`config.mk`:
```
export PLATFORM = sky130hd
export DESIGN_NAME = three_axis_stepper_homing_jog
export DESIGN_NICKNAME = d
export VERILOG_FILES = /design/src/rtl/core/tash_pkg.sv /design/src/rtl/core/tash_step.sv /design/src/rtl/core/three_axis_stepper_homing_jog.sv
export SDC_FILE = /design/constraint.sdc
export NUM_CORES = 1
export LEC_CHECK = 0
export ABC_CLOCK_PERIOD_IN_PS = 4930
export BUFFER_PORTS_ARGS = -buffer_cell sky130_fd_sc_hd__buf_2
export CAP_MARGIN = 20
export CORE_MARGIN = 5
export CORE_UTILIZATION = 30
export CTS_CLUSTER_SIZE = 10
export DETAILED_ROUTE_END_ITERATION = 7
export PLACE_DENSITY_LB_ADDON = 0.12
export SLEW_MARGIN = 0
export SYNTH_ARGS = -nofsm -noshare
export SYNTH_HDL_FRONTEND = slang
export SYNTH_SLANG_ARGS = --single-unit
```
`constraint.sdc`:
```
create_clock -name clk_i -period 4.93 [get_ports clk_i]
set_input_delay 0.493 -clock clk_i [delete_from_list [all_inputs] [get_ports clk_i]]
set_output_delay 0.493 -clock clk_i [all_outputs]
set_load 0.01 [all_outputs]
```
`src/rtl/core/tash_pkg.sv`:
```
// shared types, codes and coil step functions for the stepper controller
`timescale 1ns / 1ps

package tash_pkg;

  typedef enum logic [2:0] {
    OP_TICK       = 3'd0,
    OP_ESTOP      = 3'd1,
    OP_RELEASE    = 3'd2,
    OP_ENDSTOP_X  = 3'd3,
    OP_ENDSTOP_Y  = 3'd4,
    OP_ENDSTOP_Z  = 3'd5,
    OP_RSVD_6     = 3'd6,
    OP_RSVD_7     = 3'd7
  } opcode_e;

  typedef enum logic [2:0] {
    REG_JOY_X_LOW   = 3'd0,
    REG_JOY_X_HIGH  = 3'd1,
    REG_JOY_Y_LOW   = 3'd2,
    REG_JOY_Y_HIGH  = 3'd3,
    REG_Z_UP_LOW    = 3'd4,
    REG_Z_UP_HIGH   = 3'd5,
    REG_Z_DOWN_LOW  = 3'd6,
    REG_Z_DOWN_HIGH = 3'd7
  } cfg_reg_e;

  localparam logic [15:0] JOY_X_LOW_RST   = 16'd31000;
  localparam logic [15:0] JOY_X_HIGH_RST  = 16'd32500;
  localparam logic [15:0] JOY_Y_LOW_RST   = 16'd31000;
  localparam logic [15:0] JOY_Y_HIGH_RST  = 16'd34500;
  localparam logic [15:0] Z_UP_LOW_RST    = 16'd6554;
  localparam logic [15:0] Z_UP_HIGH_RST   = 16'd6684;
  localparam logic [15:0] Z_DOWN_LOW_RST  = 16'd16384;
  localparam logic [15:0] Z_DOWN_HIGH_RST = 16'd17039;

  localparam logic [2:0] ALL_HOMED = 3'b111;

  typedef struct packed {
    logic [15:0] joy_x_low;
    logic [15:0] joy_x_high;
    logic [15:0] joy_y_low;
    logic [15:0] joy_y_high;
    logic [15:0] z_up_low;
    logic [15:0] z_up_high;
    logic [15:0] z_down_low;
    logic [15:0] z_down_high;
  } cfg_t;

  typedef struct packed {
    logic       run;
    logic [2:0] homed;
    logic [3:0] coils_z;
    logic [3:0] coils_y;
    logic [3:0] coils_x;
  } axis_state_t;

  function automatic logic [3:0] step_fwd(logic [3:0] c);
    logic [3:0] r;
    if (c == 4'd0) begin
      r = 4'b0001;
    end else begin
      r = {c[2:0], c[3]};
    end
    return r;
  endfunction

  function automatic logic [3:0] step_rev(logic [3:0] c);
    logic [3:0] r;
    if (c == 4'd0) begin
      r = 4'b1000;
    end else begin
      r = {c[0], c[3:1]};
    end
    return r;
  endfunction

endpackage

```
`src/rtl/core/tash_step.sv`:
```
// next-state logic for one tick or event item
`timescale 1ns / 1ps

module tash_step import tash_pkg::*; (
  input  axis_state_t state_i,
  input  cfg_t        cfg_i,
  input  opcode_e     opcode_i,
  input  logic [15:0] joy_x_i,
  input  logic [15:0] joy_y_i,
  input  logic [15:0] level_i,
  output axis_state_t state_o
);

  logic z_up_hit;
  logic z_down_hit;

  assign z_up_hit   = (level_i >= cfg_i.z_up_low) && (level_i <= cfg_i.z_up_high);
  assign z_down_hit = (level_i >= cfg_i.z_down_low) && (level_i <= cfg_i.z_down_high);

  always_comb begin
    logic [3:0] z_tmp;
    logic       all_homed;
    state_o   = state_i;
    all_homed = (state_i.homed == ALL_HOMED);
    z_tmp     = state_i.coils_z;
    case (opcode_i)
      OP_TICK: begin
        if (state_i.run) begin
          if (!all_homed) begin
            // homing: unhomed axes creep forward
            if (!state_i.homed[0]) state_o.coils_x = step_fwd(state_i.coils_x);
            if (!state_i.homed[1]) state_o.coils_y = step_fwd(state_i.coils_y);
            if (!state_i.homed[2]) state_o.coils_z = step_fwd(state_i.coils_z);
          end else begin
            if (joy_x_i > cfg_i.joy_x_high) begin
              state_o.coils_x = step_fwd(state_i.coils_x);
            end else if (joy_x_i < cfg_i.joy_x_low) begin
              state_o.coils_x = step_rev(state_i.coils_x);
            end
            if (joy_y_i > cfg_i.joy_y_high) begin
              state_o.coils_y = step_fwd(state_i.coils_y);
            end else if (joy_y_i < cfg_i.joy_y_low) begin
              state_o.coils_y = step_rev(state_i.coils_y);
            end
            // both windows hit: forward then reverse
            if (z_up_hit) z_tmp = step_fwd(z_tmp);
            if (z_down_hit) z_tmp = step_rev(z_tmp);
            state_o.coils_z = z_tmp;
          end
        end
      end
      OP_ESTOP: begin
        state_o.run   = 1'b0;
        state_o.homed = 3'b000;
      end
      OP_RELEASE: begin
        state_o.run = 1'b1;
      end
      OP_ENDSTOP_X, OP_ENDSTOP_Y, OP_ENDSTOP_Z: begin
        if (state_i.run) begin
          if (all_homed) begin
            // crash
            state_o.run   = 1'b0;
            state_o.homed = 3'b000;
          end else if (opcode_i == OP_ENDSTOP_X) begin
            state_o.homed[0] = 1'b1;
            state_o.coils_x  = 4'd0;
          end else if (opcode_i == OP_ENDSTOP_Y) begin
            state_o.homed[1] = 1'b1;
            state_o.coils_y  = 4'd0;
          end else begin
            state_o.homed[2] = 1'b1;
            state_o.coils_z  = 4'd0;
          end
        end
      end
      default: begin
        state_o = state_i;
      end
    endcase
  end

endmodule

```
`src/rtl/core/three_axis_stepper_homing_jog.sv`:
```
// top level of the three-axis stepper homing and jog controller
`timescale 1ns / 1ps

// Drives three wave-drive stepper axes from a stream of tick and event items,
// one result per item showing coils, homed flags and run state after it.
// One item is accepted every clock while the input is not stalled; a result
// passes the input register, the state update and the result register.
// Back-pressure on the result side stalls the input only once both registers
// are full. The user must write thresholds through the configuration port
// only while no item is in flight; the block itself does not enforce it.

module three_axis_stepper_homing_jog import tash_pkg::*; (
  input  logic        clk_i,
  input  logic        rst_ni,
  input  logic        cfg_we_i,
  input  logic [2:0]  cfg_idx_i,
  input  logic [15:0] cfg_data_i,
  input  logic        s_axis_tvalid,
  output logic        s_axis_tready,
  input  logic [47:0] s_axis_tdata,  // joy_x, joy_y, button_level
  input  logic [2:0]  s_axis_tuser,  // opcode
  output logic        m_axis_tvalid,
  input  logic        m_axis_tready,
  output logic [15:0] m_axis_tdata   // coils_x, coils_y, coils_z, homed_mask, running
);

  cfg_t        cfg_q;
  axis_state_t state_q;
  axis_state_t state_d;

  logic        in_valid_q;
  opcode_e     op_q;
  logic [15:0] joy_x_q;
  logic [15:0] joy_y_q;
  logic [15:0] level_q;

  logic        out_valid_q;
  logic [15:0] out_data_q;
  logic        advance;

  assign advance       = in_valid_q && (!out_valid_q || m_axis_tready);
  assign s_axis_tready = !in_valid_q || advance;

  always_ff @(posedge clk_i or negedge rst_ni) begin
    if (!rst_ni) begin
      cfg_q.joy_x_low   <= JOY_X_LOW_RST;
      cfg_q.joy_x_high  <= JOY_X_HIGH_RST;
      cfg_q.joy_y_low   <= JOY_Y_LOW_RST;
      cfg_q.joy_y_high  <= JOY_Y_HIGH_RST;
      cfg_q.z_up_low    <= Z_UP_LOW_RST;
      cfg_q.z_up_high   <= Z_UP_HIGH_RST;
      cfg_q.z_down_low  <= Z_DOWN_LOW_RST;
      cfg_q.z_down_high <= Z_DOWN_HIGH_RST;
    end else if (cfg_we_i) begin
      case (cfg_reg_e'(cfg_idx_i))
        REG_JOY_X_LOW:   cfg_q.joy_x_low   <= cfg_data_i;
        REG_JOY_X_HIGH:  cfg_q.joy_x_high  <= cfg_data_i;
        REG_JOY_Y_LOW:   cfg_q.joy_y_low   <= cfg_data_i;
        REG_JOY_Y_HIGH:  cfg_q.joy_y_high  <= cfg_data_i;
        REG_Z_UP_LOW:    cfg_q.z_up_low    <= cfg_data_i;
        REG_Z_UP_HIGH:   cfg_q.z_up_high   <= cfg_data_i;
        REG_Z_DOWN_LOW:  cfg_q.z_down_low  <= cfg_data_i;
        REG_Z_DOWN_HIGH: cfg_q.z_down_high <= cfg_data_i;
        default: begin
          cfg_q <= cfg_q;
        end
      endcase
    end
  end

  // input register
  always_ff @(posedge clk_i or negedge rst_ni) begin
    if (!rst_ni) begin
      in_valid_q <= 1'b0;
    end else if (s_axis_tready) begin
      in_valid_q <= s_axis_tvalid;
    end
  end

  always_ff @(posedge clk_i) begin
    if (s_axis_tready && s_axis_tvalid) begin
      op_q    <= opcode_e'(s_axis_tuser);
      joy_x_q <= s_axis_tdata[15:0];
      joy_y_q <= s_axis_tdata[31:16];
      level_q <= s_axis_tdata[47:32];
    end
  end

  tash_step u_step (
    .state_i  (state_q),
    .cfg_i    (cfg_q),
    .opcode_i (op_q),
    .joy_x_i  (joy_x_q),
    .joy_y_i  (joy_y_q),
    .level_i  (level_q),
    .state_o  (state_d)
  );

  always_ff @(posedge clk_i or negedge rst_ni) begin
    if (!rst_ni) begin
      state_q.run     <= 1'b1;
      state_q.homed   <= 3'b000;
      state_q.coils_x <= 4'd0;
      state_q.coils_y <= 4'd0;
      state_q.coils_z <= 4'd0;
    end else if (advance) begin
      state_q <= state_d;
    end
  end

  // result register
  always_ff @(posedge clk_i or negedge rst_ni) begin
    if (!rst_ni) begin
      out_valid_q <= 1'b0;
    end else if (advance) begin
      out_valid_q <= 1'b1;
    end else if (m_axis_tready) begin
      out_valid_q <= 1'b0;
    end
  end

  always_ff @(posedge clk_i) begin
    if (advance) begin
      out_data_q <= {state_d.run, state_d.homed, state_d.coils_z,
                     state_d.coils_y, state_d.coils_x};
    end
  end

  assign m_axis_tvalid = out_valid_q;
  assign m_axis_tdata  = out_data_q;

endmodule

```
==> summary.txt, run 1 <==
Status: complete, no violations
WL/cell: 18.04 um
Vias/cell: 4.729
Yosys cell types: 65
Fin Clk Skew: 0.01849 ns
RSZ-0062 raised after global routing: no
Pre-antenna DRT Iters: 5
Most common cell after layout, fill and taps aside: inv_1
Die Y: 207.2 um
Post-synth EDFFs: 67
CP bufs+invs: 0
Critical Path Max Stage Delay: 0.50 ns
Cell breakdown of the critical path: ha_1 > nand3_1 > nor4_1 > nand4_1 > o31ai_2 > nand2_1 > and4_1 > a211oi_1 > a22oi_1
Worst-skew pair later-pin latency: 0.55 ns
Pwr per Cell Area: 439.0 nW/um2
VDD IR max: 0.2332 mV
Most frequent cells in the layout: inv_1 (141), ha_1 (126), nand2_1 (111), o21ai_0 (96), dfrtp_1 (93)
Setup tns final: 0 ns
CP Class: reg2reg
Layout overhead on the synthesized area: 16.98%
Clock slew at reported path FFs: 0.06 ns
# setup viols final: 0
Syn Nets: 1292
# DRC: 0
Async SR Flop Fraction: 68.54%
Max cap viols: 0
Worst slew pin tran: 1.032 ns
GRT Resource Usage Total: 14.60%
Post-DRT Antenna Nets: 0
First-pass GRT wire length: 50.32 mm
Fmax: 334.1 MHz
Overflow left after global routing: 0
Reg2Reg Launch Point: level_q[15]$_DFFE_PP_
Pleak: 0.006045 uW
Fin. Hold Viols: 0
Initial antenna violation count: 0
Post-CTS setup buffer count: 0
Fillers: 3945
Die ar.: 42930 um2
Final cell count without fillers: 1732
Max Slew Vio Count: 0
Total wire length: 31.25 mm
Max FO, Critical Path: 6
Largest net degree at the start of global routing: 87
R2r setup slk: 1.94 ns
CTS sink count: 213
Crit path launch type: flip-flop
Slowest-stage cell, CP: edfxtp_1
Placed cell count: 1678
Cell Area, Placed: 12750 um2
Die W: 207.2 um
Data required time of the critical path: 5.21 ns
Rel. slew slack: 30.82%
H-tree levels: 1
Initial Util: 30.26%
Vias: 8191
Reg2reg path depth: 9
Data arrival, critical path: 3.27 ns
Final Cycle Share: 60.70%
Reg2reg end: m_axis_tdata[8]$_DFFE_PP_
Share of post-route cells with drive strength above 1: 23.17%
Gpl congestion: 0.8075
Period minus WS final: 2.993 ns
Mean Syn Cell Area: 10.69 um2
1st-iter DRT viols: 333
CORE AREA: 38560 um2
Nets: 1392
Post-Syn Area: 11670 um2
CTS Hold Bufs: 0
Number of port buffers: 92
CTS tree: done
Hold WC Path Type: in2async
Cells after synthesis: 1091
# IOs: 93
DP HPWL: 22.71 mm
CTS resizes: 0
Register area share after synthesis: 49.13%
Top_reg_cell synth: dfrtp_1
Yosys warnings: 0
Worst setup EP type: flip-flop
Design Area, Final: 13650 um2
Yosys reg bits: 213
CTS max path bufs: 3
CP delay by family, top: simple AND/OR/NAND/NOR gates
Vias in the first global route: 8707
Cts bufs inserted: 28
CTS root buf: clkbuf_16
Number of cell rows: 72
cell families (layout without fill, tap and decap cells):
family / Yosys count / count (layout) / share of synthesized area (%)
other: 0 / 1 / 0
XOR/XNOR: 2 / 2 / 0.1502
AND/OR/NAND/NOR: 230 / 230 / 9.310
multiplexers: 78 / 78 / 7.433
buffers and inverters: 175 / 297 / 5.663
AO/OA/AOI/OAI: 267 / 267 / 14.80
adder cells (fa/ha/maj): 126 / 126 / 13.51
flip-flops: 213 / 213 / 49.13
how the worst max path moves through the flow:
stage                                      from                         to  slack [ns]  depth (start not counted)
after floorplan           cfg_q[44]$_DFFE_PN1P_  m_axis_tdata[8]$_DFFE_PP_        2.36                         10
after global placement    level_q[15]$_DFFE_PP_  m_axis_tdata[8]$_DFFE_PP_        1.96                          9
after detailed placement  level_q[15]$_DFFE_PP_  m_axis_tdata[8]$_DFFE_PP_        1.93                          9
after CTS                 level_q[15]$_DFFE_PP_  m_axis_tdata[8]$_DFFE_PP_        1.92                          9
after global routing       level_q[7]$_DFFE_PP_  m_axis_tdata[8]$_DFFE_PP_        1.78                          9
final                     level_q[15]$_DFFE_PP_  m_axis_tdata[8]$_DFFE_PP_        1.94                          9
metal layers:
metal / GRT usage, % / vias to the layer above / share of wire, %
met2: 24.37 / 120 / 46
met1: 20.35 / 3926 / 49
met3: 2.269 / 35 / 3.3
met4: 2.782 / 0 / 1.7
met5: 0 / - / 0
li1: - / 4110 / -
layout make-up:
type	count	area, um2	area share (%)
inverter	141	529.3	3.878
multi-input combinational	703	5295	38.80
clock inverter	8	87.58	0.6418
timing repair buffer	104	560.5	4.107
tap	518	648.1	4.749
antenna	1	2.502	0.01834
sequential	213	5732	42.00
clock buffer	44	792.0	5.804
where the power goes:
| group | total (uW) | leakage (uW) | internal [uW] | switching (uW) |
|---|---|---|---|---|
| Clock | 1960 | 0.000428 | 1200 | 759 |
| Sequential | 2510 | 0.00234 | 2260 | 253 |
| Combinational | 1520 | 0.00328 | 663 | 860 |
metrics by stage:
| stage | hold slack (ns) | total power, uW | setup slack (ns) | utilization, % |
|---|---|---|---|---|
| global route | 0.07599 | 6446 | 1.780 | 35.39 |
| finish | 0.01111 | 5992 | 1.937 | 35.39 |
| floorplan | 0.1974 | 3574 | 2.359 | - |
| global placement | 0.4715 | 4061 | 1.959 | 33.08 |
| CTS | 0.05852 | 6103 | 1.925 | 35.36 |
| detailed placement | 0.4904 | 4078 | 1.929 | 33.08 |
cell usage after synthesis, drive strengths merged, types with 10 or more instances:
cell type | count | area [um2]
dfstp | 53 | 1393
o21a | 11 | 82.58
a211oi | 10 | 75.07
clkbuf | 32 | 120.1
o21ai | 100 | 500.5
a21oi | 41 | 212.7
nand2 | 111 | 416.7
ha | 126 | 1577
dfrtp | 93 | 2327
nand2b | 11 | 68.82
nor2 | 32 | 127.6
o31ai | 13 | 107.6
nand4 | 21 | 131.4
a21o | 20 | 150.1
edfxtp | 67 | 2012
mux2 | 69 | 777.0
nor3 | 10 | 50.05
inv | 141 | 529.3
flip-flops by register name (all words and copies together), names as in the netlist:
signal         count
cfg_q            128
joy_x_q           16
joy_y_q           16
level_q           16
m_axis_tdata      16
state_q           16
op_q               3
in_valid_q         1
m_axis_tvalid      1
No activity file was read; power rests on OpenSTA's default activity.
==> run 2, diff against run 1 <==
- ABC_AREA: unset -> 1
- ABC_CLOCK_PERIOD_IN_PS: 4930 -> 3100
- clock period: 4.93 -> 3.1 ns (I/O delays scaled with it)
==> run 2 against run 1 <==
Clock skew shrank 0.0088 ns; worst setup slack lost 1.2 ns; non-clock buffer count grew 65; first-iteration DRC count grew 47%; synthesized cell count grew 19%; count of clock-buffer cells in the layout grew 3; critical path depth grew 7; largest cell class unchanged; highest routed layer unchanged.
==> summary.txt, run 2 <==
Pre-antenna DRT Iters: 5 (unchanged)
Share of post-route cells with drive strength above 1: 15.06% (-8.1 points)
Top cells by count, synth: nand2_1 (346), inv_1 (195), o21ai_0 (158)
Data required time of the critical path: 3.40 ns (-1.81 ns)
Fmax: 417.4 MHz (+25%)
GRT Resource Usage Total: 14.40% (-0.21 points)
Vias in the first global route: 9081 (+4.3%)
WL/cell: 14.96 um (-17%)
Final worst setup slack: 0.7042 ns (-1.233 ns)
GR peak layer: met2
Yosys warnings: 0 (unchanged)
Hold WC Path Type: in2reg
DP HPWL: 21.57 mm (-5.0%)
Cts bufs inserted: 28 (unchanged)
Most common cell in the netlist: nand2_1
# setup viols final: 0 (unchanged)
Biggest register: cfg_q
Max FFs per register: 128 (unchanged)
Number of cell rows: 71 (-1.4%)
Worst setup EP type: flip-flop
CTS sink count: 213 (unchanged)
Worst hold slack: 0.2300 ns (+0.2189 ns)
Most common cell after layout, fill and taps aside: nand2_1
Syn Nets: 1500 (+16%)
Yosys reg bits: 213 (unchanged)
Pre-CTS setup slack: 0.7201 ns (-1.209 ns)
Rel. slew slack: 30.41% (-0.40 points)
Status: complete, no violations
Most frequent cells in the layout: nand2_1 (346), inv_1 (194), o21ai_0 (158), ha_1 (126), dfrtp_1 (93)
Clock slew at reported path FFs: 0.06 ns (about the same)
Vias/cell: 4.441 (-6.1%)
CP Class: reg2reg
CORE AREA: 37760 um2 (-2.1%)
Synth top area cells: dfrtp_1 (20%), edfxtp_1 (17%), ha_1 (14%), dfstp_2 (12%), nand2_1 (11%)
Met3 usage: 2.228% (-0.041 points)
Mean Syn Cell Area: 8.868 um2 (-17%)
Cells after synthesis: 1299 (+19%)
Pwr per Cell Area: 671.5 nW/um2 (+53%)
Final Cycle Share: 77.28% (+17 points)
Initial Util: 30.51% (+0.26 points)
RSZ-0062 raised after global routing: no
Fin Clk Skew: 0.009697 ns (-0.008798 ns)
First-pass GRT wire length: 48.42 mm (-3.8%)
M2 GR Usage: 24.26% (-0.10 points)
Post-synth EDFFs: 67 (unchanged)
Initial antenna violation count: 2 (+2)
1st-iter DRT viols: 490 (+47%)
Number of port buffers: 92 (unchanged)
Worst slew pin tran: 1.041 ns (+0.008962 ns)
Fin. Hold Viols: 0 (unchanged)
Crit path launch type: flip-flop
Post-Syn Area: 11520 um2 (-1.3%)
CTS root buf: clkbuf_16
Worst-skew pair later-pin latency: 0.55 ns (about the same)
Yosys cell types: 39 (-40%)
CTS max path bufs: 3 (unchanged)
VDD IR max: 0.3378 mV (+45%)
Dominant cell type by area after synthesis: dfrtp_1
Met1 Usage GRT: 19.33% (-1.0 points)
Post-DRT Antenna Nets: 0 (unchanged)
Gpl congestion: 0.7977 (-1.2%)
# DRC: 0 (unchanged)
Nets: 1667 (+20%)
H-tree levels: 1 (unchanged)
Layout overhead on the synthesized area: 23.59%
CTS tree: done
Max FO, Critical Path: 5 (-1)
Total wire length: 29.90 mm (-4.3%)
Max Slew Vio Count: 0 (unchanged)
Die ar.: 42420 um2 (-1.2%)
Vias: 8877 (+8.4%)
Setup tns final: 0 ns (unchanged)
Register area share after synthesis: 49.76% (+0.62 points)
Pleak: 0.006744 uW (+12%)
Die W: 206.0 um (-0.60%)
Data arrival, critical path: 2.70 ns (-0.57 ns)
Period minus WS final: 2.396 ns (-0.5969 ns)
Largest net degree at the start of global routing: 63 (-28%)
Overflow left after global routing: 0 (unchanged)
Async SR Flop Fraction: 68.54% (unchanged)
Yosys top cell area share: 20.20% (+0.25 points)
Die Y: 206.0 um (-0.60%)
Max cap viols: 0 (unchanged)
Post-CTS setup buffer count: 0 (unchanged)
# IOs: 93 (unchanged)
Top_reg_cell synth: dfrtp_1
[run 2: worst max-delay path, cell delays in order, from the launching register on]
cell	delay, ns
dfstp_2	0.53
inv_1	0.04
ha_1	0.30
a21oi_1	0.13
o21ai_0	0.12
a21oi_1	0.24
nand2_2	0.17
nand2_4	0.13
nand2_2	0.05
nand2_2	0.07
nand2_1	0.05
nand2_1	0.05
inv_1	0.03
nand2_1	0.06
nand2_1	0.05
nand2_1	0.07
nand2_2	0.06
[run 2: cell type report]
cell class / instances / area [um2]
Inverter: 200 / 750.7
Sequential cell: 213 / 5732
Antenna cell: 1 / 2.502
Tap cell: 511 / 639.4
Clock buffer: 47 / 894.6
Clock inverter: 4 / 20.02
Multi-Input combinational cell: 854 / 4916
Timing Repair Buffer: 169 / 1282
Fill cell: 3899 / 23520
[run 2: kinds of logic after synthesis]
family | synth area share [%]
simple gates | 16.59
buf+inv | 7.614
flops | 49.76
compound gates | 12.36
fa+ha+maj | 13.69
[run 2: report_power, final]
| group | leakage, uW | switching, uW | internal, uW |
|---|---|---|---|
| clock | 0.000453 | 1230 | 1940 |
| sequential | 0.00238 | 356 | 3560 |
| combinational | 0.00391 | 1510 | 959 |
[run 2: metal layers]
layer	vias up	share of wire (%)	wire length [um]
met5	-	0	0
met4	0	2.7	822
met3	46	3.1	926
met2	130	46	13680
met1	4088	48	14480
li1	4613	-	-
[run 2: path summary, 6_finish.rpt]
path	start	cells past startpoint	to	slack [ns]
hold reg to reg	state_q[10]$_DFFE_PN0P_	2	state_q[10]$_DFFE_PN0P_	0.48
hold / removal	cfg_idx_i[2]	5	cfg_q[1]$_DFFE_PN1P_	0.23
max in group asynchronous	rst_ni	3	cfg_q[66]$_DFFE_PN1P_	1.86
min in group asynchronous	rst_ni	2	cfg_q[8]$_DFFE_PN0P_	0.33
setup / recovery	cfg_q[59]$_DFFE_PN1P_	16	m_axis_tdata[11]$_DFFE_PP_	0.70
setup reg to reg	cfg_q[59]$_DFFE_PN1P_	16	m_axis_tdata[11]$_DFFE_PP_	0.70
[run 2: what timing repair did]
| action | CTS | global route |
|---|---|---|
| hold endpoints to repair | 107 | 0 |
| gates resized for setup | 0 | 0 |
| hold buffers | 69 | 0 |
[run 2: through the flow]
step                      utilization [%]  power [uW]  cells  instance area [um2]
final                               37.71        9560   1999                14240
after global routing                37.70       10310   1998                14230
after CTS                           37.56        9731   1996                14180
after detailed placement            33.31        6394   1876                12570
after global placement              33.31        6358   1876                12570
after floorplan                         -        5637   1299                11520
==> run 3, diff against run 2 <==
- ABC_CLOCK_PERIOD_IN_PS: 3100 -> 2500
- clock period: 3.1 -> 2.5 ns (I/O delays scaled with it)
==> run 3 against run 2 <==
Sequential share of layout area decreased by 0.43 points; utilization increased by 0.40 points; wire length increased by 0.66%; first-iteration DRC count decreased by 17%; final cell count increased by 0.75%; via count increased by 0.87%; worst hold slack got worse by 0.064 ns; die area unchanged; combinational power increased by 29%; critical path type unchanged.
==> summary.txt, run 3 (synthesis gave the netlist of run 2 again) <==
Fin Clk Skew: 0.01863 ns (+0.008937 ns)
CORE AREA: 37760 um2 (unchanged)
Pwr per Cell Area: 824.9 nW/um2 (+23%)
Most frequent cells in the layout: nand2_1 (340), inv_1 (194), o21ai_0 (154), ha_1 (125), dfrtp_1 (93)
Vias in the first global route: 9349 (+3.0%)
Reg2reg end: m_axis_tdata[11]$_DFFE_PP_
Status: complete, no violations
Die W: 206.0 um (unchanged)
Initial antenna violation count: 1 (-1)
CP Class: reg2reg
Worst-skew pair later-pin latency: 0.56 ns (about the same)
R2r setup slk: 0.16 ns (-0.54 ns)
Reg2reg path depth: 20 (+4)
Number of port buffers: 92 (unchanged)
1st-iter DRT viols: 405 (-17%)
CTS max path bufs: 3 (unchanged)
Max FFs per register: 128 (unchanged)
Pleak: 0.006789 uW (+0.67%)
WL/cell: 14.94 um (about the same)
Hold path depth: 3 (-2)
Max Slew Vio Count: 0 (unchanged)
Layout overhead on the synthesized area: 24.92%
Cell Area, Placed: 12700 um2 (+1.0%)
Most common cell after layout, fill and taps aside: nand2_1
# IOs: 93 (unchanged)
Vias/cell: 4.446 (+0.12%)
Gpl congestion: 0.8131 (+1.9%)
Period minus WS final: 2.338 ns (-0.05766 ns)
Hold wc startpoint: cfg_data_i[0]
# setup viols final: 0 (unchanged)
Pre-antenna DRT Iters: 5 (unchanged)
Total wire length: 30.10 mm (+0.66%)
Share of post-route cells with drive strength above 1: 16.97% (+1.9 points)
# DRC: 0 (unchanged)
Design Area, Final: 14390 um2 (+1.1%)
Data arrival, critical path: 2.64 ns (-0.06 ns)
Number of cell rows: 71 (unchanged)
Rel. slew slack: 58.18% (+28 points)
Antenna Cells: 0 (-1)
Post-DRT Antenna Nets: 0 (unchanged)
Max FO, Critical Path: 5 (unchanged)
Data required time of the critical path: 2.80 ns (-0.60 ns)
GRT Resource Usage Total: 14.54% (+0.14 points)
Nets: 1682 (+0.90%)
Die Y: 206.0 um (unchanged)
Biggest register: cfg_q
VDD IR max: 0.5343 mV (+58%)
Fmax: 427.7 MHz (+2.5%)
Clock slew at reported path FFs: 0.06 ns (about the same)
Vias: 8954 (+0.87%)
DP HPWL: 21.66 mm (+0.43%)
Largest net degree at the start of global routing: 57 (-9.5%)
CTS root buf: clkbuf_16
H-tree levels: 1 (unchanged)
Reg2Reg Launch Point: cfg_q[55]$_DFFE_PN1P_
CTS sink count: 213 (unchanged)
Hold WC Path Type: in2reg
Crit path launch type: flip-flop
Cts bufs inserted: 28 (unchanged)
CTS tree: done
First-pass GRT wire length: 49.17 mm (+1.5%)
RSZ-0062 raised after global routing: yes
Layout Utilization: 38.11% (+0.40 points)
Worst slew pin tran: 0.6272 ns (-0.4140 ns)
Die ar.: 42420 um2 (unchanged)
Max cap viols: 0 (unchanged)
Fin. Hold Viols: 0 (unchanged)
Min-Delay Endpoint: cfg_q[0]$_DFFE_PN1P_
Initial Util: 30.51% (unchanged)
Overflow left after global routing: 0 (unchanged)
Worst hold slack: 0.1662 ns (-0.06386 ns)
Worst setup EP type: flip-flop
Final Cycle Share: 93.52% (+16 points)
-- run 3: cell types whose count changed in the layout (fill, tap and decap cells not counted), moves of 3 or more --
cell,delta
a21oi_2,+7
nor3_1,-3
buf_4,+14
nand2_2,+5
nand2_1,-6
clkbuf_8,-3
clkbuf_1,+4
o21ai_0,-4
nor3_2,+3
o21ai_1,+4
a21oi_1,-7
-- run 3: worst max-delay path by stage --
stage,start,end,slack (ns),cells after the start
finish,cfg_q[55]$_DFFE_PN1P_,m_axis_tdata[11]$_DFFE_PP_,0.16,20
global route,cfg_q[79]$_DFFE_PN1P_,m_axis_tdata[4]$_DFFE_PP_,-0.03,15
CTS,cfg_q[43]$_DFFE_PN1P_,m_axis_tdata[11]$_DFFE_PP_,0.1,16
detailed placement,cfg_q[41]$_DFFE_PN1P_,m_axis_tdata[11]$_DFFE_PP_,0.13,18
global placement,cfg_q[115]$_DFFE_PN1P_,m_axis_tdata[0]$_DFFE_PP_,0.12,15
floorplan,cfg_q[55]$_DFFE_PN1P_,m_axis_tdata[11]$_DFFE_PP_,0.40,20
-- run 3: metrics by stage --
stage / instances / power (uW) / setup WS [ns] / setup TNS [ns]
2_1_floorplan: 1299 / 6990 / 0.3951 / 0
3_3_place_gp: 1890 / 7929 / 0.1171 / 0
3_5_place_dp: 1890 / 7968 / 0.1306 / 0
4_1_cts: 2012 / 12000 / 0.09914 / 0
5_1_grt: 2014 / 12800 / -0.02595 / -0.07443
6_report: 2014 / 11870 / 0.1619 / 0
-- run 3: layout make-up --
| cell class | instances | area (um2) |
|---|---|---|
| Timing Repair Buffer | 184 | 1383 |
| Clock buffer | 47 | 843.3 |
| Tap cell | 511 | 639.4 |
| Fill cell | 3890 | 23360 |
| Clock inverter | 5 | 40.04 |
| Multi-Input combinational cell | 854 | 5002 |
| Inverter | 200 | 750.7 |
| Sequential cell | 213 | 5732 |
-- run 3: critical path, stage by stage, from the launching register on --
cell and delay, ns:
dfstp_2 0.53, inv_1 0.04, ha_1 0.31, nand2_1 0.11, inv_1 0.04, nand2_1 0.05
nand2_1 0.04, a21oi_1 0.11, nand2_1 0.08, nand2_2 0.08, nand2_4 0.08, nand2_4 0.10
nand2_2 0.05, nand2_2 0.08, nand2_1 0.06, nand2_1 0.05, inv_1 0.03, nand2_1 0.06
nand2_1 0.05, nand2_1 0.07, nand2_2 0.05
-- run 3: repair_timing --
item,4_1_cts,5_1_grt
buffers inserted,0,2
resized for setup,0,25
setup endpoints to repair,0,17
endpoints found under the hold margin,104,0
hold buffers,70,0
-- run 3: metal layers --
metal	vias to the layer above	track usage, %	wire, um
met2	141	24.51	13770
met5	-	0	0
met4	0	3.446	695
met1	4136	19.71	14480
met3	43	2.275	1152
li1	4634	-	-
-- run 3: where the power goes --
part	leakage, uW	internal, uW	switching [uW]	total, uW
Clock	0.000432	2290	1550	3830
Combinational	0.00397	1260	1920	3180
Sequential	0.00238	4410	441	4860
Total	0.00679	7960	3910	11900
